<file path="src/rtl/core/tmr_pkg.sv">
// ============================================================================
// tmr_pkg
// Shared types and constants of the tile map entry pixel renderer.
// ============================================================================
package tmr_pkg;

    localparam int TILE_COUNT_DEF      = 1024;
    localparam int PALETTE_ENTRIES_DEF = 256;
    localparam int TILE_BYTES          = 32;
    localparam int QUEUE_DEPTH         = 4;
    localparam int TILE_PIXELS         = 64;

    localparam logic [1:0] OP_TILE_WRITE = 2'd0;
    localparam logic [1:0] OP_PAL_WRITE  = 2'd1;
    localparam logic [1:0] OP_DRAW       = 2'd2;

    localparam int S_TDATA_W = 64;
    localparam int M_TDATA_W = 40;

    typedef enum logic [2:0] {
        CMD_TILE = 3'b001,
        CMD_PAL  = 3'b010,
        CMD_DRAW = 3'b100
    } cmd_kind_t;

    typedef struct packed {
        logic [9:0] tile;
        logic       hflip;
        logic       vflip;
        logic [3:0] bank;
        logic [7:0] cell_x;
        logic [7:0] cell_y;
        logic       front;
    } draw_ctx_t;

    typedef struct packed {
        cmd_kind_t   kind;
        logic [14:0] address;
        logic [14:0] write_data;
        draw_ctx_t   draw;
    } cmd_t;

    typedef struct packed {
        logic        front;
        logic [14:0] color;
        logic [10:0] screen_y;
        logic [10:0] screen_x;
    } pixel_t;

endpackage

</file>
<file path="src/rtl/core/tmr_front.sv">
// ============================================================================
// tmr_front
// Input stage: accepts beats, drops those that do nothing, and hands the
// remaining ones on as decoded commands.
// ============================================================================
module tmr_front #(
    parameter int TILE_COUNT      = tmr_pkg::TILE_COUNT_DEF,
    parameter int PALETTE_ENTRIES = tmr_pkg::PALETTE_ENTRIES_DEF
) (
    input  logic                               aclk,
    input  logic                               aresetn,
    input  logic                               s_tvalid,
    output logic                               s_tready,
    input  logic [tmr_pkg::S_TDATA_W-1:0]      s_tdata,
    input  logic [1:0]                         s_tuser,
    output logic                               cmd_valid,
    input  logic                               cmd_ready,
    output tmr_pkg::cmd_t                      cmd
);
    import tmr_pkg::*;

    logic        valid_reg, valid_next;
    cmd_t        cmd_reg, cmd_next;
    logic        keep;
    logic [14:0] in_addr;
    logic [15:0] in_entry;

    assign in_addr  = s_tdata[14:0];
    assign in_entry = s_tdata[45:30];

    always_comb begin
        cmd_next                 = cmd_reg;
        cmd_next.address         = in_addr;
        cmd_next.write_data      = s_tdata[29:15];
        cmd_next.draw.tile       = in_entry[9:0];
        cmd_next.draw.hflip      = in_entry[10];
        cmd_next.draw.vflip      = in_entry[11];
        cmd_next.draw.bank       = in_entry[15:12];
        cmd_next.draw.cell_x     = s_tdata[53:46];
        cmd_next.draw.cell_y     = s_tdata[61:54];
        cmd_next.draw.front      = s_tdata[62];
        keep                     = 1'b0;
        case (s_tuser)
            OP_TILE_WRITE: begin
                cmd_next.kind = CMD_TILE;
                keep = {17'd0, in_addr} < 32'(TILE_COUNT * TILE_BYTES);
            end
            OP_PAL_WRITE: begin
                cmd_next.kind = CMD_PAL;
                keep = {24'd0, in_addr[7:0]} < 32'(PALETTE_ENTRIES);
            end
            OP_DRAW: begin
                cmd_next.kind = CMD_DRAW;
                keep = (in_entry[9:0] != 10'd0) &&
                       ({22'd0, in_entry[9:0]} < 32'(TILE_COUNT));
            end
            default: begin
                cmd_next.kind = CMD_DRAW;
                keep = 1'b0;
            end
        endcase
    end

    assign s_tready = !valid_reg || cmd_ready;

    always_comb begin
        valid_next = valid_reg;
        if (valid_reg && cmd_ready) begin
            valid_next = 1'b0;
        end
        if (s_tvalid && s_tready) begin
            valid_next = keep;
        end
    end

    always_ff @(posedge aclk) begin
        if (!aresetn) begin
            valid_reg <= 1'b0;
        end else begin
            valid_reg <= valid_next;
        end
        if (s_tvalid && s_tready) begin
            cmd_reg <= cmd_next;
        end
    end

    assign cmd_valid = valid_reg;
    assign cmd       = cmd_reg;

endmodule

</file>
<file path="config.mk">
export PLATFORM = sky130hd
export DESIGN_NAME = tmr_front
export DESIGN_NICKNAME = d
export VERILOG_FILES = /design/src/rtl/core/tmr_pkg.sv /design/src/rtl/core/tmr_front.sv
export SDC_FILE = /design/constraint.sdc
export NUM_CORES = 1
export LEC_CHECK = 0
export BUFFER_PORTS_ARGS = -buffer_cell sky130_fd_sc_hd__buf_2
export CAP_MARGIN = 5
export CORE_MARGIN = 2
export CORE_UTILIZATION = 37
export DETAILED_ROUTE_END_ITERATION = 16
export PLACE_DENSITY = 0.86
export SLEW_MARGIN = 5
export SYNTH_ARGS = -nofsm -noshare
export SYNTH_HDL_FRONTEND = slang
export SYNTH_SLANG_ARGS = --single-unit
</file>
<file path="constraint.sdc">
create_clock -name aclk -period 2.8 [get_ports aclk]
set_clock_uncertainty 0.2 [all_clocks]
set_input_delay 0.42 -clock aclk [delete_from_list [all_inputs] [get_ports aclk]]
set_output_delay 0.42 -clock aclk [all_outputs]
set_load 0.01 [all_outputs]
</file>
Yosys cells after proc, flatten, opt, wreduce, memory -nomap -nowiden
Cells that the tools add are included.

Eq/ne operators: 2. Multiplexer cells: 4. Reductions and logical operators: 8.

Operator list (count): $reduce_bool 10->1 (1); $pmux 3 s2 (1); $eq 2x1->1 const B (1); $eq 2x2->1 const B (1); $logic_and 1x1->1 (2); $logic_not 2->1 (1); $mux 1 (2); $pmux 1 s2 (1); $reduce_bool 2->1 (1); $reduce_or 2->1 (1); $logic_not 1->1 (1); $logic_or 1x1->1 (1).

Bits in registers: 67. Input bits: 70. Output and inout bits: 68. Word-level logic and storage cells: 25.

Logic depth before layout (Yosys ltp)
Gate-level depths: netlist of run 1.

Depth after elaboration: 4. Mapped depth: 3.

Worst setup path before layout of run 1
Ideal clock, no wire load.

Path kind: input-to-reg. Start: input cmd_ready. End: register cmd_reg (netlist bit cmd[0]), enable pin. Arrival: 2.178 ns. Required time: 2.169 ns. Path slack: -0.010 ns. Stages on the path: 2. Buffers on the path: 0. Cell sequence: nand2b_1 > and2_1.

Word-level cells in the longest chain between the ends: 2.

RTL lines: from (decl) (RTL line tmr_front.sv:17) `input logic cmd_ready,`; $logic_or 1x1->1 (RTL line tmr_front.sv:64) `assign s_tready = !valid_reg || cmd_ready;`; $logic_and 1x1->1 (RTL line tmr_front.sv:82) `if (s_tvalid && s_tready) begin`; to (signal assigned) (RTL line tmr_front.sv:83) `cmd_reg <= cmd_next;`; to (decl) (RTL line tmr_front.sv:23) `cmd_t cmd_reg, cmd_next;`.

Every way passes these cells. A chain may end at the register's enable or synchronous reset.

Final worst setup path of run 1
Start: register valid_reg (netlist: cmd_valid). End: register cmd_reg (netlist bit cmd[35]), enable pin.

Word-level cells in the longest chain between the ends: 3.

RTL lines: from (decl) (RTL line tmr_front.sv:22) `logic valid_reg, valid_next;`; from (signal assigned) (RTL line tmr_front.sv:80) `valid_reg <= valid_next;`; $logic_not 1->1 (RTL line tmr_front.sv:64); $logic_or 1x1->1 (RTL line tmr_front.sv:64); $logic_and 1x1->1 (RTL line tmr_front.sv:82).

Every way passes these cells.

==> flow_summary.json, run 1 <==
{
  "drive_above_1_share": 0.6595,
  "ys_async_sr_fraction": 0,
  "pre_cts_ws_ps": 1007,
  "insertion_delay_ps": 320,
  "worst_setup_path_end_kind": "flop",
  "start_kind": "flop",
  "via_per_inst": 4.289,
  "seq_area_frac_synth": 0.9615,
  "port_buffers": 136,
  "cts_tree": "done",
  "syn_avg_cell_area_um2": 26.35,
  "drc": 0,
  "relSlewSlack": 0.6699,
  "nNetsFinal": 297,
  "holdBufCountCts": 0,
  "finalSetupViolCount": 0,
  "fp.dieW_um": 79.02,
  "synthTopCellsByCount": "66 x edfxtp_1, 2 x nor2_1, 2 x nor4_2",
  "antenna_cells": 0,
  "routed_wirelength_um": 4179,
  "post-synth-top-count-cell": "edfxtp_1",
  "p_total_mw": 1.996,
  "hold_slack_ps": 69.10,
  "ys_ff_latch": 67,
  "cts_resized": 0,
  "yosys_warnings": 0,
  "fill_cells": 476,
  "post_cts_buffers": 0,
  "slew_violations": 0,
  "cp_max_fo": 41,
  "vdd_drop_max_uv": 333.8,
  "row_count": 27,
  "fin_tns_setup_ps": 0,
  "worst_ep_required_time_ps": 2560,
  "die_y_um": 79.02,
  "cts_sinks": 67,
  "synth_area_leaders": "edfxtp_1 95%, nor4_2 1.2%, dfxtp_1 0.96%, a311oi_1 0.42%, nor2_1 0.36%",
  "gp_congestion": 0.6670,
  "ys_types": 12,
  "drv_cap": 0,
  "cts.htree.levels": 3,
  "antenna_found_initial": 0,
  "syn_to_final_growth_pct": 45.25,
  "via_count": 1304,
  "grt_pass1_wl_um": 6203,
  "clk_pin_slew_ps": 70,
  "syn_nets": 149,
  "finish.cell_count_without_fillers": 304,
  "hold_class": "in2reg",
  "drtIter0Drc": 56,
  "grt_max_degree": 42,
  "path_class": "reg2reg",
  "ant_nets": 0,
  "clockBufferDepth": 2,
  "drt-pass1-iter-count": 4,
  "power.density_nw_per_um2": 660.0,
  "postLayoutCellArea_um2": 3024,
  "grt_pass1_vias": 1343,
  "dieArea_um2": 6243,
  "synth-main-ff-cell": "edfxtp_1",
  "dpl_cell_area_um2": 2865,
  "timing.fmax_mhz": 636.2,
  "rsz0062_at_grt": "no",
  "leakagePower_nw": 1.291,
  "netlist_area_um2": 2082,
  "status": "finished, final reports clean",
  "core_region_area_um2": 5473,
  "worst_pin_slew_ps": 495.1,
  "fin_crit_sh": 0.5614,
  "initial_core_util": 0.3804,
  "rr_worst_depth": 3,
  "ios": 138,
  "cts_root_buf": "clkbuf_8",
  "yosysTopAreaCell": "edfxtp_1",
  "synth_top_cell_area_share": 0.9519,
  "synthCells": 79,
  "fin_ws_ps": 1228,
  "routedWlPerCell_um": 13.75,
  "place_inst": 288,
  "cp.arrival_ps": 1330,
  "hold_depth": 1,
  "synth-edff-count": 66,
  "final.min_clock_period_ps": 1572,
  "fin_util": 0.5526,
  "cts_inserted_buffers": 9,
  "largest_reg_flops": 66,
  "finalHoldViolCount": 0,
  "grt_overflow": 0,
  "grt_usage": 0.1357
}
-- cell type report --
cell class                      instances  area [um2]  area share
Sequential cell                        67        2002      0.6620
Timing Repair Buffer                  138       695.7      0.2300
Clock buffer                            9       123.9     0.04096
Tap cell                               72       90.09     0.02979
Multi-Input combinational cell         10       73.82     0.02441
Clock inverter                          7       35.03     0.01158
Inverter                                1       3.754    0.001241
-- layer usage --
metal | vias to the layer above | global-route usage | routed length, um
met4 | 0 | 0.08448 | 48
met1 | 606 | 0.1436 | 1462
met3 | 7 | 0.06591 | 439
met2 | 81 | 0.2169 | 2228
met5 | - | 0 | 0
li1 | 610 | - | -
-- logic make-up (layout without fill, tap and decap cells) --
family,Yosys count,after routing,synth area share
simple gates,7,7,0.02464
compound gates,3,3,0.01022
flops,67,67,0.9615
buf+inv,2,155,0.003602
-- worst max-delay path: stages, from the launching register on --
cell and delay, ps:
dfxtp_1 320, nand2b_1 100, and2_2 160, buf_4 420
-- cell usage in the layout (no fill, tap or decap) --
cell	count
nor4_2	2
clkinv_2	1
edfxtp_1	66
nor2_1	2
a311oi_1	1
buf_2	136
clkbuf_8	9
clkinvlp_4	2
o21ai_0	1
and2_2	1
buf_4	2
nand2b_1	1
clkinv_1	4
dfxtp_1	1
inv_1	1
nor2b_1	1
o21a_1	1
-- worst paths after layout --
kind                     to        start  slack, ps
setup / recovery    cmd[35]    cmd_valid       1230
hold / removal       cmd[3]  s_tdata[56]         70
setup reg to reg    cmd[35]    cmd_valid       1230
hold reg to reg   cmd_valid    cmd_valid        470
-- power by group --
group | internal [mW] | switching, mW | total (mW)
logic | 0.0765 | 0.0944 | 0.171
registers | 1.17 | 0.0129 | 1.19
clock network | 0.307 | 0.331 | 0.638
total | 1.56 | 0.438 | 2.00
No activity file was read; power rests on OpenSTA's default activity.
==> run 2: changes to the inputs <==
--- a/config.mk
+++ b/config.mk
@@ -5,6 +5,7 @@
 export SDC_FILE = /design/constraint.sdc
 export NUM_CORES = 1
 export LEC_CHECK = 0
+export ABC_AREA = 1
 export BUFFER_PORTS_ARGS = -buffer_cell sky130_fd_sc_hd__buf_2
 export CAP_MARGIN = 5
 export CORE_MARGIN = 2
==> constraint.sdc (replaced) <==
create_clock -name aclk -period 1.4 [get_ports aclk]
set_clock_uncertainty 0.2 [all_clocks]
set_input_delay 0.21 -clock aclk [delete_from_list [all_inputs] [get_ports aclk]]
set_output_delay 0.21 -clock aclk [all_outputs]
set_load 0.01 [all_outputs]
==> flow_summary.json, run 2 <==
{
  "worst_ep_required_time_ps": 990,
  "yosys.area_share.simple": 0.02222,
  "synthCells": 86,
  "antenna_cells": 0,
  "grt_usage": 0.1723,
  "finalSetupViolCount": 0,
  "timing.fmax_mhz": 758.1,
  "endpoint": "s_tready",
  "grt_overflow": 0,
  "insertion_delay_ps": 320,
  "yosysTopAreaCell": "edfxtp_1",
  "fin_crit_sh": 0.9422,
  "synth-main-ff-cell": "edfxtp_1",
  "ys_ff_latch": 67,
  "dpl_cell_area_um2": 2903,
  "drt-pass1-iter-count": 6,
  "worst_setup_path_end_kind": "output port",
  "syn_nets": 156,
  "synth-edff-count": 66,
  "die_y_um": 79.04,
  "drive_above_1_share": 0.4949,
  "cp_max_fo": 3,
  "initial_core_util": 0.3807,
  "reg2reg_from": "cmd_valid",
  "netlist_area_um2": 2083,
  "pre_cts_ws_ps": 76.80,
  "worst_r2r_endpoint": "cmd[6]",
  "m1WireLength_um": 1818,
  "cts_root_buf": "clkbuf_8",
  "drv_cap": 0,
  "row_count": 27,
  "ant_nets": 0,
  "grt_pass1_wl_um": 7893,
  "clockBufferDepth": 2,
  "grt_max_degree": 36,
  "hold_class": "in2reg",
  "hold_depth": 4,
  "fill_cells": 384,
  "synth_top_family_by_area": "simple AND/OR/NAND/NOR gates",
  "syn_avg_cell_area_um2": 24.22,
  "antenna_found_initial": 0,
  "yosys_warnings": 0,
  "synth_compound_area_frac": 0.009610,
  "leakagePower_nw": 1.597,
  "status": "finished, final reports clean",
  "relSlewSlack": 0.8732,
  "layout_commonest_cell": "buf_2",
  "synth_top_cell_area_share": 0.9514,
  "reg2reg_slack_ps": 90,
  "via_per_inst": 4.274,
  "layout_common_cells": "128 x buf_2, 66 x edfxtp_1, 66 x dlygate4sd3_1",
  "slew_violations": 0,
  "cts.htree.levels": 3,
  "cp.arrival_ps": 910,
  "ios": 138,
  "gp_congestion": 0.6767,
  "clk_pin_slew_ps": 70,
  "nNetsFinal": 363,
  "fin_tns_setup_ps": 0,
  "via_count": 1577,
  "postLayoutCellArea_um2": 3720,
  "drc": 0,
  "path_class": "reg2out",
  "rr_worst_depth": 2,
  "synthXorXnorAreaFrac": 0,
  "ys_types": 10,
  "top_layer_used": "met4",
  "port_buffers": 136,
  "dr_wl_met2_um": 2877,
  "routedWlPerCell_um": 14.14,
  "largest_reg_flops": 66,
  "synthMuxAreaShare": 0,
  "synth_area_leaders": "edfxtp_1 95%, nor2_1 1.3%, dfxtp_1 0.96%, nand2_1 0.72%, inv_1 0.54%",
  "finish.cell_count_without_fillers": 369,
  "fp.dieW_um": 79.04,
  "cts_inserted_buffers": 9,
  "wl_met3_um": 395,
  "start_kind": "flop",
  "ys_async_sr_fraction": 0,
  "core_region_area_um2": 5473,
  "drtIter0Drc": 58,
  "power.density_nw_per_um2": 1156,
  "place_inst": 295,
  "seq_area_frac_synth": 0.9610,
  "synthAdderAreaFrac": 0,
  "post-synth-top-count-cell": "edfxtp_1",
  "syn_to_final_growth_pct": 78.56,
  "cts_sinks": 67,
  "dieArea_um2": 6247,
  "finalHoldViolCount": 0,
  "grt_pass1_vias": 1727,
  "cts_tree": "done",
  "vdd_drop_max_uv": 809.7,
  "final.min_clock_period_ps": 1319,
  "fin_ws_ps": 80.91,
  "crit_start": "cmd_valid",
  "rsz0062_at_grt": "no",
  "routed_wirelength_um": 5218,
  "worst_pin_slew_ps": 189.7,
  "post_cts_buffers": 0,
  "hold_slack_ps": 13.14,
  "synthTopCellsByCount": "66 x edfxtp_1, 7 x nor2_1, 4 x nand2_1"
}
[run 2: cell count changes in the layout (fill, tap and decap cells not counted), sizes merged, moves of 2 or more]
cell	change
dlygate4sd3	+66
clkbuf	+2
nor4	-2
nand2	+4
buf	-8
nor2	+5
clkinv	-2
inv	+2
clkinvlp	-2
[run 2: cell families after synthesis]
logic type,count (synthesis)
AO/OA/AOI/OAI,3
buffers and inverters,4
AND/OR/NAND/NOR,12
flip-flops,67
[run 2: cell type report]
type / instances / area (um2) / area share
sequential: 67 / 2003 / 0.5385
timing repair buffer: 197 / 1354 / 0.3639
clock buffer: 11 / 131.4 / 0.03532
tap: 72 / 90.09 / 0.02422
multi-input combinational: 15 / 87.58 / 0.02355
clock inverter: 4 / 42.54 / 0.01144
inverter: 3 / 11.26 / 0.003027
[run 2: timing repair]
action	4_1_cts	5_1_grt
endpoints found under the hold margin	67	0
endpoints found under the setup margin	0	1
resized for setup	0	5
hold buffers	67	0
[run 2: critical path, stage by stage, from the launching register on]
cell and delay (ps):
dfxtp_2 360, nand2_1 80, buf_2 140
[run 2: per-stage QoR]
stage	total power, mW	utilization
after floorplan	2.540	-
after global placement	2.759	0.5304
after detailed placement	2.773	0.5304
after CTS	4.346	0.6847
after global routing	4.479	0.6797
final	4.300	0.6797
[run 2: power breakdown]
part	internal, mW	switching, mW
clock network	0.799	0.625
registers	2.35	0.0317
logic	0.279	0.218
[run 2: worst min-delay path by stage]
stage / from / end / slack [ps]
global route: cmd_ready / cmd_valid / 20
CTS: cmd_ready / cmd_valid / -3
detailed placement: s_tdata[51] / cmd[14] / 190
finish: cmd_ready / cmd_valid / 10
global placement: s_tdata[8] / cmd[56] / 190
floorplan: s_tdata[62] / cmd[0] / 110
[run 2: routing by layer]
metal / vias up / global-route usage
li1: 740 / -
met1: 740 / 0.1681
met2: 86 / 0.3220
met3: 11 / 0.05455
met4: 0 / 0.08793
met5: - / 0
