<file path="src/rtl/core/tmr_pkg.sv">
// ============================================================================
// tmr_pkg
// Shared types and constants of the tile map entry pixel renderer.
// ============================================================================
package tmr_pkg;

    localparam int TILE_COUNT_DEF      = 1024;
    localparam int PALETTE_ENTRIES_DEF = 256;
    localparam int TILE_BYTES          = 32;
    localparam int QUEUE_DEPTH         = 4;
    localparam int TILE_PIXELS         = 64;

    localparam logic [1:0] OP_TILE_WRITE = 2'd0;
    localparam logic [1:0] OP_PAL_WRITE  = 2'd1;
    localparam logic [1:0] OP_DRAW       = 2'd2;

    localparam int S_TDATA_W = 64;
    localparam int M_TDATA_W = 40;

    typedef enum logic [2:0] {
        CMD_TILE = 3'b001,
        CMD_PAL  = 3'b010,
        CMD_DRAW = 3'b100
    } cmd_kind_t;

    typedef struct packed {
        logic [9:0] tile;
        logic       hflip;
        logic       vflip;
        logic [3:0] bank;
        logic [7:0] cell_x;
        logic [7:0] cell_y;
        logic       front;
    } draw_ctx_t;

    typedef struct packed {
        cmd_kind_t   kind;
        logic [14:0] address;
        logic [14:0] write_data;
        draw_ctx_t   draw;
    } cmd_t;

    typedef struct packed {
        logic        front;
        logic [14:0] color;
        logic [10:0] screen_y;
        logic [10:0] screen_x;
    } pixel_t;

endpackage

</file>
<file path="src/rtl/core/tmr_queue.sv">
// ============================================================================
// tmr_queue
// Short command queue that decouples the input stage from the renderer.
// ============================================================================
module tmr_queue #(
    parameter int DEPTH = tmr_pkg::QUEUE_DEPTH
) (
    input  logic          aclk,
    input  logic          aresetn,
    input  logic          in_valid,
    output logic          in_ready,
    input  tmr_pkg::cmd_t in_cmd,
    output logic          out_valid,
    input  logic          out_ready,
    output tmr_pkg::cmd_t out_cmd
);
    import tmr_pkg::*;

    localparam int PTR_W = (DEPTH > 1) ? $clog2(DEPTH) : 1;
    localparam int CNT_W = $clog2(DEPTH + 1);

    cmd_t             mem_reg [DEPTH];
    logic [PTR_W-1:0] wr_ptr_reg, wr_ptr_next;
    logic [PTR_W-1:0] rd_ptr_reg, rd_ptr_next;
    logic [CNT_W-1:0] count_reg, count_next;
    logic             push, pop;

    assign in_ready  = count_reg != CNT_W'(DEPTH);
    assign out_valid = count_reg != '0;
    assign out_cmd   = mem_reg[rd_ptr_reg];
    assign push      = in_valid && in_ready;
    assign pop       = out_valid && out_ready;

    always_comb begin
        wr_ptr_next = wr_ptr_reg;
        rd_ptr_next = rd_ptr_reg;
        count_next  = count_reg;
        if (push) begin
            wr_ptr_next = (wr_ptr_reg == PTR_W'(DEPTH - 1)) ? '0 : wr_ptr_reg + 1'b1;
        end
        if (pop) begin
            rd_ptr_next = (rd_ptr_reg == PTR_W'(DEPTH - 1)) ? '0 : rd_ptr_reg + 1'b1;
        end
        if (push && !pop) begin
            count_next = count_reg + 1'b1;
        end else if (pop && !push) begin
            count_next = count_reg - 1'b1;
        end
    end

    always_ff @(posedge aclk) begin
        if (!aresetn) begin
            wr_ptr_reg <= '0;
            rd_ptr_reg <= '0;
            count_reg  <= '0;
        end else begin
            wr_ptr_reg <= wr_ptr_next;
            rd_ptr_reg <= rd_ptr_next;
            count_reg  <= count_next;
        end
        if (push) begin
            mem_reg[wr_ptr_reg] <= in_cmd;
        end
    end

endmodule

</file>
<file path="config.mk">
export PLATFORM = sky130hd
export DESIGN_NAME = tmr_queue
export DESIGN_NICKNAME = d
export VERILOG_FILES = /design/src/rtl/core/tmr_pkg.sv /design/src/rtl/core/tmr_queue.sv
export SDC_FILE = /design/constraint.sdc
export NUM_CORES = 1
export LEC_CHECK = 0
export ABC_AREA = 1
export ABC_CLOCK_PERIOD_IN_PS = 3600
export BUFFER_PORTS_ARGS = -buffer_cell sky130_fd_sc_hd__buf_2
export CAP_MARGIN = 20
export CORE_ASPECT_RATIO = 1.2
export CORE_UTILIZATION = 46
export CTS_BUF_LIST = sky130_fd_sc_hd__clkbuf_8
export DETAILED_ROUTE_END_ITERATION = 6
export HOLD_SLACK_MARGIN = 0.06
export PLACE_DENSITY = 0.67
export SYNTH_ARGS = -nofsm -noshare
export SYNTH_HDL_FRONTEND = slang
export SYNTH_SLANG_ARGS = --single-unit
</file>
<file path="constraint.sdc">
create_clock -name aclk -period 3.6 [get_ports aclk]
set_input_delay 0.54 -clock aclk [delete_from_list [all_inputs] [get_ports aclk]]
set_output_delay 0.54 -clock aclk [all_outputs]
set_load 0.01 [all_outputs]
</file>
# Word-level counts from Yosys, hierarchy flattened

Memories as Yosys holds them, arrays and structs flattened. A register that Yosys moved wholly into a read port is not among the register bits.
Cells that the tools add are included.

Register bits after elaboration: 7
Bits in writable memories: 264
Input bits: 70
Output and inout bits: 68
Word-level logic and storage cells: 27
Memories kept: 1

$add $sub $neg: 4
Equal/unequal tests: 3
Multiplexer cells: 8
Reduce and logical (&&, ||, !) cells: 8

Memory list:

| name    | depth | bits a word | rd ports | clocked after memory_dff | wr ports | RTL line        | text |
|---|---|---|---|---|---|---|---|
| mem_reg | 4     | 66          | 1        | 1                        | 1        | tmr_queue.sv:22 | `cmd_t mem_reg [DEPTH];` |

Operators with widths:

| kind                                                               | count |
|---|---|
| 2-bit 2-to-1 mux                                                   | 4 |
| 3-bit 2-to-1 mux                                                   | 2 |
| 2-bit by 1-bit adder with 2-bit output, second input constant      | 2 |
| 2-bit == test, second input constant                               | 2 |
| 1-bit logical AND                                                  | 4 |
| 3-bit by 1-bit adder with 3-bit output, second input constant      | 1 |
| 3-bit inequality test, second input constant                       | 1 |
| 3-bit nonzero test                                                 | 1 |
| 3-bit by 1-bit subtractor with 3-bit output, second input constant | 1 |
| 1-bit logical NOT                                                  | 2 |
| 1-bit 2-to-1 mux                                                   | 2 |
| 2-bit nonzero test                                                 | 1 |

# Logic depth before layout (Yosys ltp)

Gate-level depths: netlist of the first run.

Word-level depth: 6
Depth in mapped cells: 13
Mapped depth without buffers: 13

# Worst setup path before layout of the first run

OpenSTA, ideal clock, no wires.

Kind: flip-flop to flip-flop
Start point: reg count_reg[1]
End point: mem mem_reg[0][0] (netlist bit) (enable)
Setup time: 0.491 ns
Data arrival time: 3.517 ns
Data required time: 3.109 ns
Path slack: -0.408 ns
Stages on the path, launching flop included: 5
Buffers on the path: 0
Clock period less this slack: 4.008 ns
Cell sequence: dfxtp_1 -> nor2_1 -> nand2_1 -> nand2_1 -> nor2_1

Word-level cells in the longest chain between the ends: 4

RTL lines:

| item                                   | RTL line        | text |
|---|---|---|
| start, declared                        | tmr_queue.sv:25 | `logic [CNT_W-1:0] count_reg, count_next;` |
| start signal, assigned                 | tmr_queue.sv:59 | `count_reg <= count_next;` |
| 3-bit inequality test                  | tmr_queue.sv:28 | `assign in_ready = count_reg != CNT_W'(DEPTH);` |
| net in_ready                           | tmr_queue.sv:11 | `output logic in_ready,` |
| 1-bit logical AND                      | tmr_queue.sv:31 | `assign push = in_valid && in_ready;` |
| 1-bit 2-to-1 mux                       | tmr_queue.sv:61 | `if (push) begin` |
| 1-bit 2-to-1 mux (implied by the code) | tmr_queue.sv:62 | `mem_reg[wr_ptr_reg] <= in_cmd;` |
| end, declared                          | tmr_queue.sv:22 |  |

The timed path passes the listed nets, and every way through them passes these cells.

==> flow_metrics.env, run 1 <==
export IMPL_post_route_min_period_ns=2.92
export IMPL_largest_register_ffs=264
export IMPL_cts_resized=0
export IMPL_ir_worst_vdd_uv=338
export IMPL_grt_max_degree=67
export IMPL_worstSetupStartpointType="flip-flop"
export IMPL_setup_tns_ns=0
export IMPL_p_leak_nw=4.43
export IMPL_synth_cell_area_mm2=0.0109
export IMPL_grt_ovfl_total=0
export IMPL_pwr_density_cell_mw_per_mm2=717
export IMPL_hold_viol=0
export IMPL_syn_inst=708
export IMPL_io_pins=138
export IMPL_cts_hold_buf=0
export IMPL_synth_area_leaders="edfxtp_1 73%, o21ai_0 5.5%, o22ai_2 4.6%, nor2_4 4.1%, nor2_1 3.5%"
export IMPL_seqCellArea_mm2=0.00811
export IMPL_antenna_found_initial=2
export IMPL_multi_input_area_mm2=0.00243
export IMPL_port_buffers=137
export IMPL_power_mw=9.09
export IMPL_place_area_mm2=0.0119
export IMPL_finalNonFillerCells=1206
export IMPL_die_h_um=170
export IMPL_first_pass_iters=5
export IMPL_worstPathArrival_ns=2.38
export IMPL_cts_buffers=41
export IMPL_final_max_slew_viol_count=0
export IMPL_fin_util_pct=54.7
export IMPL_path_max_fanout=58
export IMPL_hold_path_class="input pin to flip-flop"
export IMPL_required_ns=3.06
export IMPL_cts_root_buf="clkbuf_8"
export IMPL_yosysTopAreaCell="edfxtp_1"
export IMPL_drc_errors=0
export IMPL_post_route_period_util_pct=81.1
export IMPL_clkSlewWorstSetupHoldPaths_ns=0.07
export IMPL_finalClockSkew_ns=0.0295
export IMPL_yosys_warnings=0
export IMPL_tritoncts="yes"
export IMPL_gp_congestion=0.747
export IMPL_dp_cells=1132
export IMPL_start_util_pct=46.9
export IMPL_insertion_delay_ns=0.54
export IMPL_antenna_left=0
export IMPL_slew_headroom_pct=50.3
export IMPL_grt_use_total_pct=17.7
export IMPL_cts_setup_buffers=0
export IMPL_die_x_um=142
export IMPL_std_cell_rows=61
export IMPL_fill_cells=1914
export IMPL_layout_drive_gt1_share_pct=34.0
export IMPL_ys_types=25
export IMPL_ys_ff_latch=273
export IMPL_nets=937
export IMPL_via_per_inst=5.17
export IMPL_first_global_vias=6158
export IMPL_rsz0062_at_grt="no"
export IMPL_status="finished clean"
export IMPL_wl_mm=21.2
export IMPL_dieArea_mm2=0.0243
export IMPL_cts_htree_levels=2
export IMPL_syn2layout_area_growth_pct=16.6
export IMPL_fmax_mhz=343
export IMPL_tightestPinTransition_ns=0.746
export IMPL_fin_area_mm2=0.0127
export IMPL_worstSetupPathType="flip-flop to primary output"
export IMPL_post_dp_hpwl_mm=11.9
export IMPL_num_vias=6241
export IMPL_clock_sinks=273
export IMPL_num_antenna_cells=0
export IMPL_synthesis_nets=785
export IMPL_grt_first_pass_wirelength_mm=32.3
export IMPL_ctsLongestPathBuffers=3
export IMPL_end_kind="primary output"
export IMPL_coreArea_mm2=0.0232
export IMPL_ys_seq_area_share_pct=74.6
export IMPL_dr_first_iter_drc_count=388
export IMPL_synth_area_per_cell_um2=15.4
export IMPL_maxCapViolCount=0
export IMPL_setup_violations=0
export IMPL_synth_top_area_share_pct=72.9
export IMPL_wl_per_cell_um=17.5
-- critical path: stages, from the launching register on --
cell and delay (ns):
dfxtp_4 0.49, buf_4 0.51, o21ai_0 0.21, o22ai_1 0.36, buf_2 0.20
-- area by class of cell --
class	count	share of cell area, %
flip-flops and latches	273	64.0
multi-input cells	376	19.2
repair buffers	151	6.83
clock buffers	42	4.56
well taps	315	3.11
clock inverters	32	1.80
inverters	17	0.543
-- metrics by stage --
stage | setup slack, ns | hold WS [ns]
floorplan | -0.408 | 0.480
global placement | 1.28 | 0.491
detailed placement | 1.27 | 0.497
CTS | 0.674 | 0.186
global route | 0.576 | 0.192
finish | 0.681 | 0.214
-- power by group --
part | total (mW) | switching, mW | internal [mW] | leakage (nW)
registers | 3.98 | 0.110 | 3.87 | 2.49
clock network | 2.44 | 1.12 | 1.32 | 0.452
logic | 2.66 | 1.74 | 0.921 | 1.48
-- synthesized netlist by cell type --
cell	number
buf_2	12
nor2_4	40
buf_6	4
nor2_1	102
a21oi_1	3
o22ai_2	40
o21ai_2	4
nand3_1	2
dfxtp_1	9
ha_1	6
fa_1	1
buf_8	1
nand2_1	15
inv_2	1
edfxtp_1	264
nand3b_1	1
inv_1	15
inv_6	1
clkbuf_1	20
o21ai_0	120
buf_12	5
nand4_1	1
o22ai_1	26
o21ai_1	10
nor2_2	5
-- layer usage --
metal | wire length (µm) | share of wire [%] | global-route usage [%]
met1 | 8640 | 41 | 21.8
met5 | 23 | 0.11 | 0
met3 | 1090 | 5.2 | 3.85
met2 | 10900 | 52 | 30.4
met4 | 492 | 2.3 | 6.69
-- worst paths after layout --
check	slack (ns)	cells after the start	start	endpoint
max	0.68	4	flip-flop	out_cmd[57]
min	0.21	1	in_cmd[39]	mem_reg[0][39]
max reg2reg	1.34	9	count_reg[1]	count_reg[1]
min reg2reg	0.51	2	count_reg[0]	count_reg[0]
-- cell families (layout without fill, tap and decap cells) --
group / Yosys count / in the layout / synth area share (%)
buffers and inverters: 59 / 242 / 3.35
AND/OR/NAND/NOR: 166 / 166 / 8.69
AO/OA/AOI/OAI: 203 / 203 / 12.5
flip-flops: 273 / 273 / 74.6
adder cells (fa/ha/maj): 7 / 7 / 0.874
-- placed cells by master (no fill, tap or decap), types with 7 or more instances in the layout --
| cell type | count |
|---|---|
| clkinv_2 | 7 |
| nor2_1 | 98 |
| edfxtp_1 | 264 |
| o22ai_1 | 26 |
| buf_2 | 137 |
| clkinv_1 | 10 |
| dfxtp_1 | 7 |
| nand2_1 | 15 |
| inv_1 | 24 |
| o21ai_0 | 120 |
| o21ai_1 | 10 |
| o22ai_2 | 40 |
| buf_4 | 8 |
| nor2_4 | 44 |
| clkbuf_8 | 42 |
No activity file was read; power rests on OpenSTA's default activity.
==> inputs of run 2 (changes only) <==
ABC_CLOCK_PERIOD_IN_PS = 2800   (was 3600)
PLACE_DENSITY = 0.65   (was 0.67)
clock period = 2.8 ns   (was 3.6 ns; I/O delays follow)
==> flow_metrics.env, run 2 (synthesis gave the netlist of run 1 again) <==
export IMPL_grt_use_total_pct=18.1
export IMPL_seqCellArea_mm2=0.00811
export IMPL_largest_register_ffs=264
export IMPL_hold_path_class="input pin to flip-flop"
export IMPL_tritoncts="yes"
export IMPL_fmax_mhz=376
export IMPL_insertion_delay_ns=0.54
export IMPL_required_ns=2.38
export IMPL_r2r_start="count_reg[1]"
export IMPL_post_route_min_period_ns=2.66
export IMPL_wl_per_cell_um=17.9
export IMPL_hold_viol=0
export IMPL_via_per_inst=5.16
export IMPL_layout_common_cells="264 x edfxtp_1, 137 x buf_2, 120 x o21ai_0"
export IMPL_place_area_mm2=0.0119
export IMPL_post_route_period_util_pct=94.9
export IMPL_first_global_vias=6204
export IMPL_whs_ns=0.102
export IMPL_rsz0062_at_grt="yes"
export IMPL_fin_area_mm2=0.0128
export IMPL_r2r_end="count_reg[1]"
export IMPL_die_h_um=170
export IMPL_cts_htree_levels=2
export IMPL_gp_congestion=0.749
export IMPL_final_max_slew_viol_count=0
export IMPL_ctsLongestPathBuffers=3
export IMPL_reg2regPathDepth=9
export IMPL_grt_first_pass_wirelength_mm=33.2
export IMPL_finalClockSkew_ns=0.0208
export IMPL_pwr_density_cell_mw_per_mm2=940
export IMPL_die_x_um=142
export IMPL_antenna_left=0
export IMPL_setup_violations=0
export IMPL_multi_input_area_mm2=0.00243
export IMPL_path_max_fanout=104
export IMPL_coreArea_mm2=0.0232
export IMPL_syn2layout_area_growth_pct=17.8
export IMPL_p_leak_nw=4.47
export IMPL_cts_root_buf="clkbuf_8"
export IMPL_end_kind="primary output"
export IMPL_crit_end="out_cmd[35]"
export IMPL_worstSetupStartpointType="flip-flop"
export IMPL_worstSetupPathType="flip-flop to primary output"
export IMPL_num_vias=6264
export IMPL_status="finished clean"
export IMPL_reg2reg_slack_ns=0.63
export IMPL_maxCapViolCount=0
export IMPL_slew_headroom_pct=52.9
export IMPL_nets=940
export IMPL_dieArea_mm2=0.0243
export IMPL_fill_cells=1945
export IMPL_cts_buffers=43
export IMPL_std_cell_rows=61
export IMPL_start_util_pct=46.9
export IMPL_clock_sinks=273
export IMPL_tightestPinTransition_ns=0.707
export IMPL_first_pass_iters=4
export IMPL_grt_ovfl_total=0
export IMPL_hold_depth=1
export IMPL_ir_worst_vdd_uv=534
export IMPL_dr_first_iter_drc_count=369
export IMPL_drc_errors=0
export IMPL_port_buffers=137
export IMPL_grt_max_degree=105
export IMPL_post_dp_hpwl_mm=12.0
export IMPL_worstPathArrival_ns=2.24
export IMPL_io_pins=138
export IMPL_antenna_found_initial=5
export IMPL_final_common_cell="edfxtp_1"
export IMPL_layout_drive_gt1_share_pct=34.7
export IMPL_clkSlewWorstSetupHoldPaths_ns=0.07
export IMPL_setup_tns_ns=0
export IMPL_wl_mm=21.7
export IMPL_cts_setup_buffers=0
-- run 2: power by group --
group,internal [mW],switching (mW)
Combinational,1.21,2.21
Clock,1.97,1.51
Sequential,4.98,0.162
-- run 2: through the flow --
step / total power [mW] / worst slack, ns / utilization (%) / std cells
2_1_floorplan: 7.51 / -0.149 / - / 708
3_3_place_gp: 8.65 / 0.734 / 51.2 / 1132
3_5_place_dp: 8.69 / 0.671 / 51.2 / 1132
4_1_cts: 12.2 / 0.115 / 55.1 / 1212
5_1_grt: 12.7 / -0.00322 / 55.2 / 1214
6_report: 12.0 / 0.143 / 55.2 / 1215
-- run 2: timing repair --
item / in CTS / in global routing
gates resized for setup: 0 / 2
endpoints found under the setup margin: 0 / 3
hold buffers: 1 / 0
hold endpoints to repair: 2 / 0
-- run 2: cell type report --
type | count | area share, %
clock buffer | 45 | 4.83
inverter | 17 | 0.557
tap | 315 | 3.08
multi-input combinational | 376 | 19.0
sequential | 273 | 63.3
clock inverter | 34 | 2.17
antenna | 3 | 0.0586
timing repair buffer | 152 | 6.99
-- run 2: critical path: stages (launching register included) --
cell	delay [ns]
dfxtp_4	0.57
buf_16	0.38
o21ai_0	0.18
o22ai_1	0.33
buf_2	0.20
-- run 2: worst min path at each step --
stage / from / to / slack (ns)
floorplan: count_reg[0] / count_reg[0] / 0.48
global placement: count_reg[0] / count_reg[0] / 0.49
detailed placement: count_reg[0] / count_reg[0] / 0.51
CTS: in_cmd[62] / mem_reg[0][62] / 0.06
global route: in_cmd[51] / mem_reg[3][51] / 0.07
finish: in_cmd[61] / mem_reg[0][61] / 0.10
-- run 2: per-layer routing --
layer | wire length, µm | GRT usage [%]
met5 | 12 | 0
met1 | 8820 | 22.1
met2 | 11000 | 30.4
met3 | 1230 | 4.53
met4 | 644 | 7.85
